$ cat config.mk
export PLATFORM = sky130hd
export DESIGN_NAME = ffba_ram
export DESIGN_NICKNAME = d
export VERILOG_FILES = /design/src/ffba_ram.sv
export SDC_FILE = /design/constraint.sdc
export NUM_CORES = 1
export LEC_CHECK = 0
export ABC_AREA = 1
export BUFFER_PORTS_ARGS = -buffer_cell sky130_fd_sc_hd__buf_2
export CORE_MARGIN = 1.5
export CORE_UTILIZATION = 35
export CTS_CLUSTER_DIAMETER = 50
export DETAILED_ROUTE_END_ITERATION = 16
export GPL_TIMING_DRIVEN = 0
export PLACE_DENSITY = 0.5
export REMOVE_ABC_BUFFERS = 1
export SLEW_MARGIN = 20
export SYNTH_ARGS = -nofsm -noshare
export SYNTH_HDL_FRONTEND = slang
export SYNTH_SLANG_ARGS = --single-unit
$ cat constraint.sdc
create_clock -name i_clk -period 1.6 [get_ports i_clk]
set_clock_uncertainty 0.15 [all_clocks]
set_input_delay 0.32 -clock i_clk [delete_from_list [all_inputs] [get_ports i_clk]]
set_output_delay 0.32 -clock i_clk [all_outputs]
set_load 0.005 [all_outputs]
$ cat src/ffba_ram.sv
`default_nettype none
module ffba_ram #(
    parameter int WIDTH = 8,
    parameter int DEPTH = 16
) (
    input  wire logic                     i_clk,
    input  wire logic                     i_we,
    input  wire logic [$clog2(DEPTH)-1:0] i_waddr,
    input  wire logic [WIDTH-1:0]         i_wdata,
    input  wire logic [$clog2(DEPTH)-1:0] i_raddr,
    output logic [WIDTH-1:0]              o_rdata
);
    logic [WIDTH-1:0] r_mem [DEPTH];
    logic [WIDTH-1:0] r_rdata;

    always_ff @(posedge i_clk) begin
        if (i_we) r_mem[i_waddr] <= i_wdata;
        r_rdata <= r_mem[i_raddr];
    end

    assign o_rdata = r_rdata;
endmodule
`default_nettype wire
==> summary.txt <==
Arrival time at the worst endpoint -> 1.43 ns
CP peak stage delay -> 0.77 ns
Achievable Freq -> 0.6436 GHz
Delay-heaviest family, CP -> simple AND/OR/NAND/NOR gates
Synthesis-stage register bit count -> 136
Seq/Total Area, Yosys -> 0.6943
Yosys cell types -> 12
Synth Instances -> 551
Avg Vias per Cell -> 4.520
Num CTS Buffers -> 17
Post-layout total power -> 8.221 mW
Synth-to-layout area growth -> 14.19%
Setup repair bufs after CTS -> 0
Worst hold slack -> 0.1380 ns
Row cnt -> 46
Die area -> 17260 sq um
# H-tree levels -> 4
DRT antenna net count -> 0
First-pass GRT wire length -> 19200 um
Post-route setup TNS -> 0 ns
CTS clock-pin slew for the worst setup and hold paths -> 0.05 ns
Maximum capacitance violations -> 0
Hold Path Class -> primary input to register
Initial antenna violation count -> 2
DR iter-0 viols -> 280
Largest net degree at the start of global routing -> 66
Crit Path Max Fanout -> 8
Share of layout cells above drive strength 1 -> 0.08733
GRT Util Overall -> 0.1499
Tmin final -> 1.554 ns
Post-route DRC -> 0
Final hold vios -> 0
Critical Path RT -> 1.48 ns
Buf/Inv on CP -> 1
Core Area -> 16000 sq um
Ports -> 26
Setup ws final -> 0.04624 ns
Slew margin rel. -> 0.3480
Die X -> 131.4 um
Slew @ Worst Pin -> 0.9743 ns
Crit-path cells -> buf_2, nand3b_1, nor2_1
Vias in the first global route -> 3517
Gr ovfl total -> 0
Pre-CTS WS -> -0.9570 ns
Initial Utilization -> 0.3604
CTS tree -> done
CTS sink cnt -> 136
Crit path capture type -> register
Leakage power -> 2.792 nW
Startpoint Class -> primary input
Longest Clk Path Bufs -> 2
Critical-path top delay cell -> nor2_1
Status -> completed
Routed vias -> 3616
# setup viols final -> 0
WL/cell -> 15.20 um
Util after Layout -> 0.4116
VDD IR max -> 0.7456 mV
Post-DP HPWL -> 7172 um
Number of nets in the layout -> 589
Post-Route WL -> 12160 um
Root Buffer -> clkbuf_16
Filler instances -> 1570
Fin. max-slew vios -> 0
DR pass1 iterations -> 5
Synth Cell Area -> 5767 sq um
Crit Path Class -> primary input to register
Worst-Skew Late Latency -> 0.41 ns
RSZ-0062 raised after global routing -> yes
Power density cells -> 1248 nW/um^2
RePlAce Congestion -> 0.7523
Port bufs -> 25
# diodes -> 0
Yosys warns -> 0
Fin crit share -> 0.9711
Die height -> 131.4 um
Syn Area/Cell -> 10.47 sq um
==> worst reg2reg max path, cell delays in order (launching register included) <==
cell and delay (ns):
edfxtp_1 0.36, inv_1 0.07, nand2_1 0.06, nand3_1 0.10, nand3_1 0.10, nand3_1 0.12, nand2_1 0.08
==> routing by layer <==
metal | part of all wire | track usage | vias up
met5 | 0.0017 | 0 | -
met4 | 0.0059 | 0.05185 | 4
met3 | 0.064 | 0.04282 | 11
met1 | 0.48 | 0.2028 | 1710
li1 | - | - | 1813
met2 | 0.45 | 0.2313 | 78
==> per-stage QoR <==
step,std cells,instance area (sq um)
global route,800,6585
global placement,768,5996
floorplan,527,5600
finish,800,6585
detailed placement,768,5998
CTS,800,6580
==> cells by family (layout without fill, tap and decap cells) <==
family | after synthesis | after routing | share of synthesized area
buf+inv | 126 | 159 | 0.09525
flops | 136 | 136 | 0.6943
simple gates | 289 | 289 | 0.2105
==> layout by cell type (no fill, tap or decap), drive strengths merged <==
cell type  netlist  final
nand2          173    173
edfxtp         128    128
inv            102    102
nand3           97     97
buf             24     24
clkbuf           0     22
nor2            17     17
dfxtp            8      8
clkinv           0      6
bufinv           0      3
nand3b           2      2
clkinvlp         0      2
==> registers in the layout, summed over array words and instances (netlist names) <==
register and cells:
o_rdata 8, r_mem 128
==> power breakdown <==
part | internal (mW) | switching [mW] | total [mW]
clock | 2.42 | 1.36 | 3.78
sequential | 3.98 | 0.0187 | 4.00
combinational | 0.125 | 0.315 | 0.440
total | 6.53 | 1.69 | 8.22
==> what timing repair did <==
item	in CTS	in global routing
resized for setup	4	2
endpoints found under the setup margin	8	19
hold endpoints to repair	0	0
pin swaps	0	0
hold buffers	0	0
==> path summary, 6_finish.rpt <==
| check | from | end | slack (ns) | cells after the start |
|---|---|---|---|---|
| hold / removal | i_raddr[3] | o_rdata[4] | 0.14 | 3 |
| setup / recovery | i_waddr[2] | r_mem[11][5] | 0.05 | 3 |
| setup reg to reg | r_mem[9][0] | o_rdata[0] | 0.44 | 6 |
| hold reg to reg | r_mem[15][4] | o_rdata[4] | 0.52 | 6 |
==> cells in the mapped netlist <==
master	count	area share
buf_6	6	0.012
nand2_1	173	0.11
inv_1	100	0.065
dfxtp_1	8	0.028
edfxtp_1	128	0.67
inv_2	2	0.0013
nand3_1	97	0.084
buf_1	1	0.00065
buf_4	4	0.0052
nor2_1	17	0.011
nand3b_1	2	0.0026
buf_2	13	0.011
==> cell type report <==
cell class              count  area, sq um  area share
flip-flops and latches    136         4004      0.6080
clock inverters            11        130.1     0.01976
well taps                 216        270.3     0.04104
clock buffers              21        440.4     0.06688
repair buffers             25        136.4     0.02071
multi-input cells         289         1214      0.1843
inverters                 102        390.4     0.05928
No activity file was read; power rests on OpenSTA's default activity.
