$ cat config.mk
export PLATFORM = sky130hd
export DESIGN_NAME = ffba_cell
export DESIGN_NICKNAME = d
export VERILOG_FILES = /design/src/ffba_pkg.sv /design/src/ffba_cell.sv
export SDC_FILE = /design/constraint.sdc
export NUM_CORES = 1
export LEC_CHECK = 0
export BUFFER_PORTS_ARGS = -buffer_cell sky130_fd_sc_hd__buf_2
export CAP_MARGIN = 20
export CORE_MARGIN = 2
export CORE_UTILIZATION = 50
export DETAILED_ROUTE_END_ITERATION = 8
export PLACE_DENSITY = 0.93
export SLEW_MARGIN = 15
export SYNTH_ARGS = -nofsm -noshare
export SYNTH_HDL_FRONTEND = slang
export SYNTH_SLANG_ARGS = --single-unit
export TNS_END_PERCENT = 50
$ cat constraint.sdc
create_clock -name i_clk -period 7.8 [get_ports i_clk]
set_input_delay 0.39 -clock i_clk [delete_from_list [all_inputs] [get_ports i_clk]]
set_output_delay 0.39 -clock i_clk [all_outputs]
set_load 0.01 [all_outputs]
$ cat src/ffba_pkg.sv
`default_nettype none
package ffba_pkg;
    localparam int FREE_SLOTS = 16;
    localparam int LIVE_SLOTS = 32;
    localparam int ADDR_BITS  = 20;
    localparam int FIDX_BITS  = $clog2(FREE_SLOTS);
    localparam int FCNT_BITS  = $clog2(FREE_SLOTS + 1);
    localparam int LIDX_BITS  = $clog2(LIVE_SLOTS);

    typedef logic [ADDR_BITS-1:0] t_addr;
    typedef logic [1:0] t_status;

    localparam t_status ST_OK      = 2'd0;
    localparam t_status ST_NOFIT   = 2'd1;
    localparam t_status ST_UNKNOWN = 2'd2;
    localparam t_status ST_FULL    = 2'd3;

    localparam logic OP_ALLOC = 1'b0;
    localparam logic OP_FREE  = 1'b1;

    localparam t_addr HEAP_RESET = '1;

    // command broadcast to every extent cell
    typedef enum logic [2:0] {
        C_NONE,
        C_INIT,
        C_CARVE,
        C_DROP,
        C_GROW_SIZE,
        C_SET_NEXT,
        C_INSERT
    } t_cmd;

    typedef struct packed {
        t_cmd  cmd;
        logic [FIDX_BITS-1:0] idx;
        t_addr start;
        t_addr size;
    } t_cell_ctl;

    typedef struct packed {
        t_addr start;
        t_addr size;
    } t_ext;
endpackage
`default_nettype wire

$ cat src/ffba_cell.sv
`default_nettype none
module ffba_cell
    import ffba_pkg::*;
(
    input  wire logic                 i_clk,
    input  wire logic [FIDX_BITS-1:0] i_pos,
    input  wire t_cell_ctl            i_ctl,
    input  wire t_ext                 i_left,
    input  wire t_ext                 i_right,
    output t_ext                      o_ext
);
    t_ext r_ext;
    t_ext n_ext;

    always_comb begin
        n_ext = r_ext;
        case (i_ctl.cmd)
            C_INIT: begin
                n_ext.start = '0;
                n_ext.size  = i_ctl.size;
            end
            C_CARVE: begin
                if (i_pos == i_ctl.idx) begin
                    n_ext.start = r_ext.start + i_ctl.size;
                    n_ext.size  = r_ext.size - i_ctl.size;
                end
            end
            C_DROP: begin
                if (i_pos >= i_ctl.idx) n_ext = i_right;
            end
            C_GROW_SIZE: begin
                if (i_pos == i_ctl.idx) n_ext.size = i_ctl.size;
            end
            C_SET_NEXT: begin
                if (i_pos == i_ctl.idx) begin
                    n_ext.start = i_ctl.start;
                    n_ext.size  = i_ctl.size;
                end
            end
            C_INSERT: begin
                if (i_pos == i_ctl.idx) begin
                    n_ext.start = i_ctl.start;
                    n_ext.size  = i_ctl.size;
                end else if (i_pos > i_ctl.idx) begin
                    n_ext = i_left;
                end
            end
            default: n_ext = r_ext;
        endcase
    end

    always_ff @(posedge i_clk) begin
        r_ext <= n_ext;
    end

    assign o_ext = r_ext;
endmodule
`default_nettype wire

==> results of run 1 <==
==> cell usage in the layout, fill, tap and decap left out, types with 6 or more instances in the layout <==
cell type / count
buf_2: 171
nand2_1: 43
ha_1: 42
edfxtp_1: 40
o21ai_0: 39
inv_1: 37
a21oi_1: 37
nor2_1: 26
a222oi_1: 24
a21o_1: 13
xor2_1: 13
mux2i_1: 10
nor2b_1: 8
a221o_1: 8
a22o_1: 8
a31oi_1: 8
xnor2_1: 8
nor3_1: 7
o31ai_1: 6
o211ai_1: 6
nand2b_1: 6
nand4_1: 6
==> worst register-to-register path: stages (launching register included) <==
cell,delay (ns)
edfxtp_1,0.36
inv_1,0.05
ha_1,0.20
fa_1,0.41
nor2b_1,0.15
o21ai_1,0.09
a21boi_0,0.33
nor3_1,0.08
o21ai_1,0.46
a31oi_1,0.16
a41oi_1,0.19
o221ai_1,0.15
==> final cells by class <==
cell class,instances,area share (%)
Clock buffer,5,1.28
Clock inverter,2,0.140
Inverter,38,2.65
Tap cell,105,2.44
Multi-Input combinational cell,400,54.2
Sequential cell,40,22.3
Timing Repair Buffer,176,17.0
==> metrics by stage <==
stage | power, mW | util [%] | hold slack [ns]
finish | 0.812 | 64.8 | 0.357
global placement | 0.654 | 63.6 | 0.654
floorplan | 0.540 | - | 0.564
CTS | 0.803 | 64.5 | 0.348
detailed placement | 0.667 | 63.6 | 0.657
global route | 0.860 | 64.8 | 0.365
==> synth_stat cells (all sizes together) (2+ instances only) <==
cell	count	area, µm²
a211oi	4	30.0
a21bo	2	26.3
a21boi	5	37.5
a21o	13	97.6
a21oi	38	194
a221o	8	80.1
a221oi	3	26.3
a222oi	24	240
a22o	8	70.1
a22oi	2	15.0
a31oi	8	50.1
a32o	2	20.0
a41oi	3	26.3
and3	6	42.5
and4	5	43.8
buf	5	25.0
clkbuf	17	63.8
edfxtp	40	1200
fa	2	40.0
ha	42	526
inv	37	139
mux2	2	22.5
mux2i	10	100
nand2	43	161
nand2b	6	37.5
nand3	5	25.0
nand3b	2	15.0
nand4	6	37.5
nand4b	2	17.5
nor2	28	105
nor2b	9	58.8
nor3	7	35.0
nor3b	3	22.5
o211ai	6	45.0
o21a	5	37.5
o21ai	43	219
o21bai	4	30.0
o221ai	5	43.8
o311ai	2	17.5
o31a	2	17.5
o31ai	6	45.0
xnor2	8	70.1
xor2	13	114
==> per-layer routing <==
layer  vias to the layer above  track usage, %  wire length (µm)
met5                         -               0                 0
met4                         0            13.7               556
met3                        54            5.61              1550
met2                       324            52.4              6980
met1                      2229            35.4              5440
li1                       2292               -                 -
==> worst paths after layout <==
check | end | slack (ns)
worst max-delay path | o_ext[12]$_DFFE_PP_ | 4.89
worst min register to register | o_ext[20]$_DFFE_PP_ | 0.78
worst min-delay path | o_ext[24]$_DFFE_PP_ | 0.36
worst max register to register | o_ext[12]$_DFFE_PP_ | 4.89
==> cells by family after synthesis <==
kind of cell | count (synthesis) | share of synthesized area, %
fa+ha+maj | 44 | 13.0
mux | 12 | 2.82
xor+xnor | 21 | 4.24
compound gates | 198 | 32.5
simple gates | 125 | 14.4
flops | 40 | 27.7
buf+inv | 60 | 5.33
==> power by group through the flow <==
stage / clock network, mW / registers, mW / logic [mW]
2_1_floorplan: 0 / 0.298 / 0.241
3_3_place_gp: 0 / 0.290 / 0.363
3_5_place_dp: 0 / 0.292 / 0.375
4_1_cts: 0.139 / 0.287 / 0.378
5_1_grt: 0.147 / 0.289 / 0.424
6_report: 0.138 / 0.287 / 0.387
==> out/results.ini, run 1 <==
[status]
outcome = finished, final reports clean

[global_routing]
grt_pass1_wl_mm = 23.2
grt_pass1_vias = 5095
track_usage_pct = 29.9
grt_overflow = 0
antenna_found_initial = 0
grt_max_degree = 34

[die]
core_area_um2 = 8300
ios = 172
start_util_pct = 52.3
rows = 33
dieArea_um2 = 9440
die_h_um = 97.2
die_w_um = 97.2

[drt]
drt-initial-drc-count = 407
routedWlPerCell_um = 19.0
drt_first_pass_iters = 6
vias = 4899
finalWirelength_mm = 14.5
post-route-drc-count = 0
drt-vias-per-instance = 6.40
ant_nets = 0

[setup_path]
required_ns = 7.83
path_delay_family = compound AO/OA/AOI/OAI gates
slowest_stage = o21ai_1
worst-path-buf-inv = 1
r2r_start = o_ext[0]$_DFFE_PP_
startpoint_type = register
cp.depth = 11
crit_top_cell = o21ai_1
cp.arrival_ns = 2.94
crit_type = register to register
cp-end-kind = register
startpoint = o_ext[0]$_DFFE_PP_
crit_fanout = 6
worstPathCellList = inv_1, ha_1, fa_1, nor2b_1, o21ai_1, a21boi_0, nor3_1, o21ai_1, a31oi_1, a41oi_1, o221ai_1
slowest_delay_ns = 0.46
r2r_cells = 11

[sta]
finalSetupViolCount = 0
fmax_mhz = 344
final_max_slew_viol_count = 0
hold_viol_final = 0
setup_ws_ns = 4.89
slew_headroom_pct = 30.5
fin_skew_ns = 0.00654
finalCritPeriodShare_pct = 37.3
period_minus_slack_ns = 2.91
tns_ns = 0
worst_pin_slew_ns = 1.04
rsz0062_at_grt = false

[logic_synthesis]
syn_inst = 500
syn_avg_cell_area_um2 = 8.68
synth_edf_count = 40
syn_area_um2 = 4340
yosysSeqAreaShare_pct = 27.7
synth_seq_cells = 40
synth_fp_nets = 676
synth_warnings = 0
synth-main-ff-cell = edfxtp_1
ys_types = 60
synthArstFlopShare_pct = 0

[cts]
cts_tree = built
cts_sinks = 40
postCtsHoldBufs = 0
ctsLongestPathBuffers = 2
clk_latency_ns = 0.30
cts_made_buffers = 5
cts_root_buf = clkbuf_8
clk_pin_slew_ns = 0.09
post-cts-setup-buffers = 0
cts.htree.levels = 2
cts.repair.resized = 0

[layout]
antenna_cells = 0
drive_gt1_share_pct = 28.7
stdcell_area_um2 = 5380
area_delta_synth_final_pct = 23.9
n_fill_cell = 695
largest_reg_flops = 40
final_nets = 837
stdcell_count = 766
seqCellArea_um2 = 1200
multi_input_area_um2 = 2910

[power_and_ir_drop]
power_frac_seq_pct = 35.4
pwr-share-comb_pct = 47.6
pwr-share-clk_pct = 17.0
p_sw_share_pct = 39.1
p_int_mw = 0.495
p_switching_mw = 0.317
ir_drop_v = 0.0000681
p_leak_nw = 2.52
power.density_nw_per_um2 = 151

[run]
drv_cap = 0

[placed_design]
place_congestion = 0.953
dpl_worst_slack_ns = 4.76
place_inst = 758
placed_area_um2 = 5280
place_hpwl_mm = 11.3
port_buffers = 171

[hold_path]
holdPathStages = 3
hold_start = i_ctl[24]
hold_path_class = input pin to register

Note: power is estimated with default switching activity, not from simulation.
==> inputs of run 2 (changes only) <==
==> constraint.sdc (replaced) <==
create_clock -name i_clk -period 2.7 [get_ports i_clk]
set_input_delay 0.135 -clock i_clk [delete_from_list [all_inputs] [get_ports i_clk]]
set_output_delay 0.135 -clock i_clk [all_outputs]
set_load 0.01 [all_outputs]
==> out/results.ini, run 2 (synthesis gave the netlist of run 1 again) <==
[layout]
stdcell_count = 777
final_cell_mix = 171 x buf_2, 43 x nand2_1, 40 x edfxtp_1, 39 x o21ai_0
drive_gt1_share_pct = 31.1
area_delta_synth_final_pct = 26.5
antenna_cells = 0
layout_commonest_cell = buf_2
largest_reg_flops = 40
stdcell_area_um2 = 5490
final_nets = 847
fin_util_pct = 66.2

[sta]
worst_pin_slew_ns = 1.12
tns_ns = 0
holdWs_ns = 0.0973
fmax_mhz = 378
rsz0062_at_grt = true
period_minus_slack_ns = 2.65
finalCritPeriodShare_pct = 98.1
setup_ws_ns = 0.0517
slew_headroom_pct = 25.0
finalSetupViolCount = 0
final_max_slew_viol_count = 0
fin_skew_ns = 0.00409
hold_viol_final = 0

[global_routing]
busiest_layer = met2
grt_pass1_vias = 4877
met3_usage_pct = 4.32
antenna_found_initial = 0
met2_usage_pct = 53.2
grtUsageMet1_pct = 37.1
grt_overflow = 0
grt_pass1_wl_mm = 23.5
track_usage_pct = 30.3
grt_max_degree = 31

[cts]
cts_root_buf = clkbuf_8
clk_latency_ns = 0.30
clk_pin_slew_ns = 0.09
cts.htree.levels = 2
cts_sinks = 40
ctsLongestPathBuffers = 2
cts_tree = built
cts_made_buffers = 5
postCtsHoldBufs = 0

[die]
rows = 33
ios = 172
core_area_um2 = 8300
dieArea_um2 = 9440
die_w_um = 97.2
start_util_pct = 52.3
die_h_um = 97.2

[drt]
routedWlPerCell_um = 18.9
finalWirelength_mm = 14.7
ant_nets = 0
vias = 4971
drt_first_pass_iters = 6
drt-vias-per-instance = 6.40
drt-initial-drc-count = 513
post-route-drc-count = 0

[placed_design]
place_inst = 768
placed_area_um2 = 5350
place_congestion = 0.951
port_buffers = 171
place_hpwl_mm = 11.4
dpl_worst_slack_ns = 0.0357

[status]
outcome = finished, final reports clean

[power_and_ir_drop]
finalPower_mw = 2.40
power.density_nw_per_um2 = 437
p_leak_nw = 2.56
ir_drop_v = 0.000220

[setup_path]
cp-end-kind = register
required_ns = 2.75
slowest_stage = ha_2
crit_fanout = 5
crit_type = register to register
slowest_delay_ns = 0.40
startpoint_type = register
worstPathCellList = ha_2, and3_4, and3_1, a211oi_1, a21bo_4, or3b_1, a21oi_2, mux2i_1, a221o_1
cp.arrival_ns = 2.70

[run]
drv_cap = 0

[hold_path]
hold_path_class = input pin to register

==> run 2: cell types whose count changed in the layout (fill, tap and decap cells not counted), sizes merged <==
cell,previous run,this run
clkinv,3,2
buf,176,186
clkbuf,5,7
==> run 2: cell type report <==
| type | count | area, µm² |
|---|---|---|
| fillers | 706 | 2810 |
| well taps | 105 | 131 |
| flip-flops and latches | 40 | 1200 |
| multi-input cells | 400 | 2970 |
| repair buffers | 186 | 968 |
| clock inverters | 1 | 3.75 |
| clock buffers | 7 | 76.3 |
| inverters | 38 | 143 |
==> run 2: path summary, 6_finish.rpt <==
kind	slack [ns]	cells past startpoint	startpoint	to
setup / recovery	0.05	9	o_ext[26]$_DFFE_PP_	o_ext[37]$_DFFE_PP_
hold / removal	0.1	3	i_ctl[22]	o_ext[22]$_DFFE_PP_
setup reg to reg	0.05	9	o_ext[26]$_DFFE_PP_	o_ext[37]$_DFFE_PP_
hold reg to reg	0.78	3	o_ext[20]$_DFFE_PP_	o_ext[20]$_DFFE_PP_
==> run 2: routing by layer <==
| layer | routed length [µm] | share of wire, % |
|---|---|---|
| met5 | 0 | 0 |
| met4 | 470 | 3.2 |
| met3 | 1530 | 10 |
| met2 | 7220 | 49 |
| met1 | 5480 | 37 |
==> run 2: worst max-delay path, delay by kind of cell, from the launching register on <==
family	cells	cell delay, ns
AO/OA/AOI/OAI	4	0.74
adder cells (fa/ha/maj)	1	0.40
flip-flops	1	0.39
multiplexers	1	0.09
AND/OR/NAND/NOR	3	0.76
==> run 2: power by group <==
group | switching [mW] | internal, mW
Sequential | 0.0457 | 0.781
Combinational | 0.653 | 0.509
Clock | 0.233 | 0.181
==> run 2: repair_timing <==
item / in CTS / in global routing
setup endpoints to repair: 0 / 11
buffers inserted: 0 / 1
gates resized for setup: 0 / 12
==> inputs of run 3 (changes only) <==
--- a/config.mk
+++ b/config.mk
@@ -11,6 +11,7 @@
 export CORE_UTILIZATION = 50
 export DETAILED_ROUTE_END_ITERATION = 8
 export PLACE_DENSITY = 0.93
+export RECOVER_POWER = 25
 export SLEW_MARGIN = 15
 export SYNTH_ARGS = -nofsm -noshare
 export SYNTH_HDL_FRONTEND = slang
==> out/results.ini, run 3 (synthesis gave the netlist of run 1 again) <==
[layout]
final_nets = 847
final_cell_mix = 144 x buf_2, 43 x nand2_1, 40 x edfxtp_1, 39 x o21ai_0
largest_reg_flops = 40
drive_gt1_share_pct = 27.1
layout_commonest_cell = buf_2
stdcell_count = 777
area_delta_synth_final_pct = 25.7
n_fill_cell = 720
stdcell_area_um2 = 5460
antenna_cells = 0

[hold_path]
hold_start = i_ctl[22]
hold_path_class = input pin to register
min_to = o_ext[22]$_DFFE_PP_
holdPathStages = 3

[drt]
ant_nets = 0
drt-initial-drc-count = 450
drt_first_pass_iters = 8
vias = 4989
routedWlPerCell_um = 19.0
finalWirelength_mm = 14.7
drt-vias-per-instance = 6.42
post-route-drc-count = 0

[sta]
tns_ns = 0
period_minus_slack_ns = 2.66
slew_headroom_pct = 26.1
final_max_slew_viol_count = 0
hold_viol_final = 0
fin_skew_ns = 0.0107
finalSetupViolCount = 0
fmax_mhz = 375
rsz0062_at_grt = true
finalCritPeriodShare_pct = 98.7
worst_pin_slew_ns = 1.11

[setup_path]
cp-end-kind = register
r2r_slack_ns = 0.04
slowest_delay_ns = 0.41
required_ns = 2.75
slowest_stage = ha_2
crit_type = register to register
r2r_end = o_ext[37]$_DFFE_PP_
cp.arrival_ns = 2.72
r2r_start = o_ext[26]$_DFFE_PP_
path_delay_family = simple AND/OR/NAND/NOR gates
worstPathCellList = ha_2, and3_4, and3_1, a211oi_1, a21bo_4, or3b_1, a21oi_2, mux2i_1, a221o_1
startpoint_type = register
worst-path-buf-inv = 0
r2r_cells = 9
crit_fanout = 5

[die]
core_area_um2 = 8300
start_util_pct = 52.3
rows = 33
dieArea_um2 = 9440
die_w_um = 97.2
ios = 172
die_h_um = 97.2

[power_and_ir_drop]
pwr-share-comb_pct = 47.9
pwr-share-clk_pct = 17.7
p_sw_share_pct = 39.3
ir_drop_v = 0.000223
p_leak_nw = 2.48
power_frac_seq_pct = 34.5
power.density_nw_per_um2 = 440
p_switching_mw = 0.944
p_int_mw = 1.46

[placed_design]
place_inst = 768
place_hpwl_mm = 11.4
placed_area_um2 = 5350
port_buffers = 171
place_congestion = 0.951

[cts]
clk_pin_slew_ns = 0.09
clk_latency_ns = 0.30
cts_sinks = 40
cts_tree = built
postCtsHoldBufs = 0
cts_root_buf = clkbuf_8
cts.htree.levels = 2
cts_made_buffers = 5
ctsLongestPathBuffers = 2

[global_routing]
grt_pass1_wl_mm = 23.5
grt_overflow = 0
grt_pass1_vias = 4877
track_usage_pct = 30.3
grt_max_degree = 31
antenna_found_initial = 0

[run]
drv_cap = 0

[status]
outcome = finished, final reports clean

run 3: cell types whose count changed in the layout (fill, tap and decap cells not counted):
cell      change
buf_2        -27
clkbuf_1     +27
run 3: layout make-up:
| class | count | area, µm² | share of cell area, % |
|---|---|---|---|
| clock inverters | 1 | 3.75 | 0.0688 |
| well taps | 105 | 131 | 2.41 |
| clock buffers | 7 | 76.3 | 1.40 |
| inverters | 38 | 143 | 2.61 |
| flip-flops and latches | 40 | 1200 | 22.0 |
| multi-input cells | 400 | 2970 | 54.4 |
| repair buffers | 186 | 935 | 17.1 |
run 3: how the worst max path moves through the flow:
stage | start | slack (ns) | cells past startpoint | endpoint
3_3_place_gp | o_ext[20]$_DFFE_PP_ | 0.15 | 9 | o_ext[38]$_DFFE_PP_
6_report | o_ext[26]$_DFFE_PP_ | 0.04 | 9 | o_ext[37]$_DFFE_PP_
2_1_floorplan | o_ext[27]$_DFFE_PP_ | 0.17 | 9 | o_ext[37]$_DFFE_PP_
3_5_place_dp | o_ext[0]$_DFFE_PP_ | 0.04 | 11 | o_ext[8]$_DFFE_PP_
5_1_grt | o_ext[6]$_DFFE_PP_ | -0.05 | 10 | o_ext[17]$_DFFE_PP_
4_1_cts | o_ext[0]$_DFFE_PP_ | 0.01 | 11 | o_ext[8]$_DFFE_PP_
run 3: what timing repair did:
| item | in CTS | in global routing |
|---|---|---|
| gates resized for setup | 0 | 12 |
| setup buffers | 0 | 1 |
| setup endpoints to repair | 0 | 11 |
run 3: power by group through the flow:
| stage | Combinational, mW | Clock (mW) | Sequential [mW] |
|---|---|---|---|
| detailed placement | 1.11 | 0 | 0.839 |
| finish | 1.15 | 0.425 | 0.828 |
| CTS | 1.12 | 0.409 | 0.825 |
| global route | 1.26 | 0.429 | 0.837 |
| floorplan | 0.698 | 0 | 0.862 |
| global placement | 1.07 | 0 | 0.833 |
run 3: per-stage QoR:
stage                     total power, mW  setup WS, ns  hold slack (ns)  util, %
after detailed placement             1.95        0.0357            0.408     64.5
final                                2.40        0.0364           0.0921     65.8
after floorplan                      1.56         0.169            0.309        -
after global placement               1.91         0.148            0.398     64.5
after CTS                            2.35        0.0135            0.104     65.4
after global routing                 2.53       -0.0459            0.111     65.8
run 3: tightest hold or removal path: cells and delay by family:
family	cells	cell delay [ns]
buf+inv	1	0.07
simple gates	2	0.09
run 3: routing by layer:
layer,wire [µm],part of all wire [%],track usage [%]
met5,0,0,0
met4,512,3.5,13.0
met3,1550,10,4.32
met2,7220,49,53.2
met1,5470,37,37.1
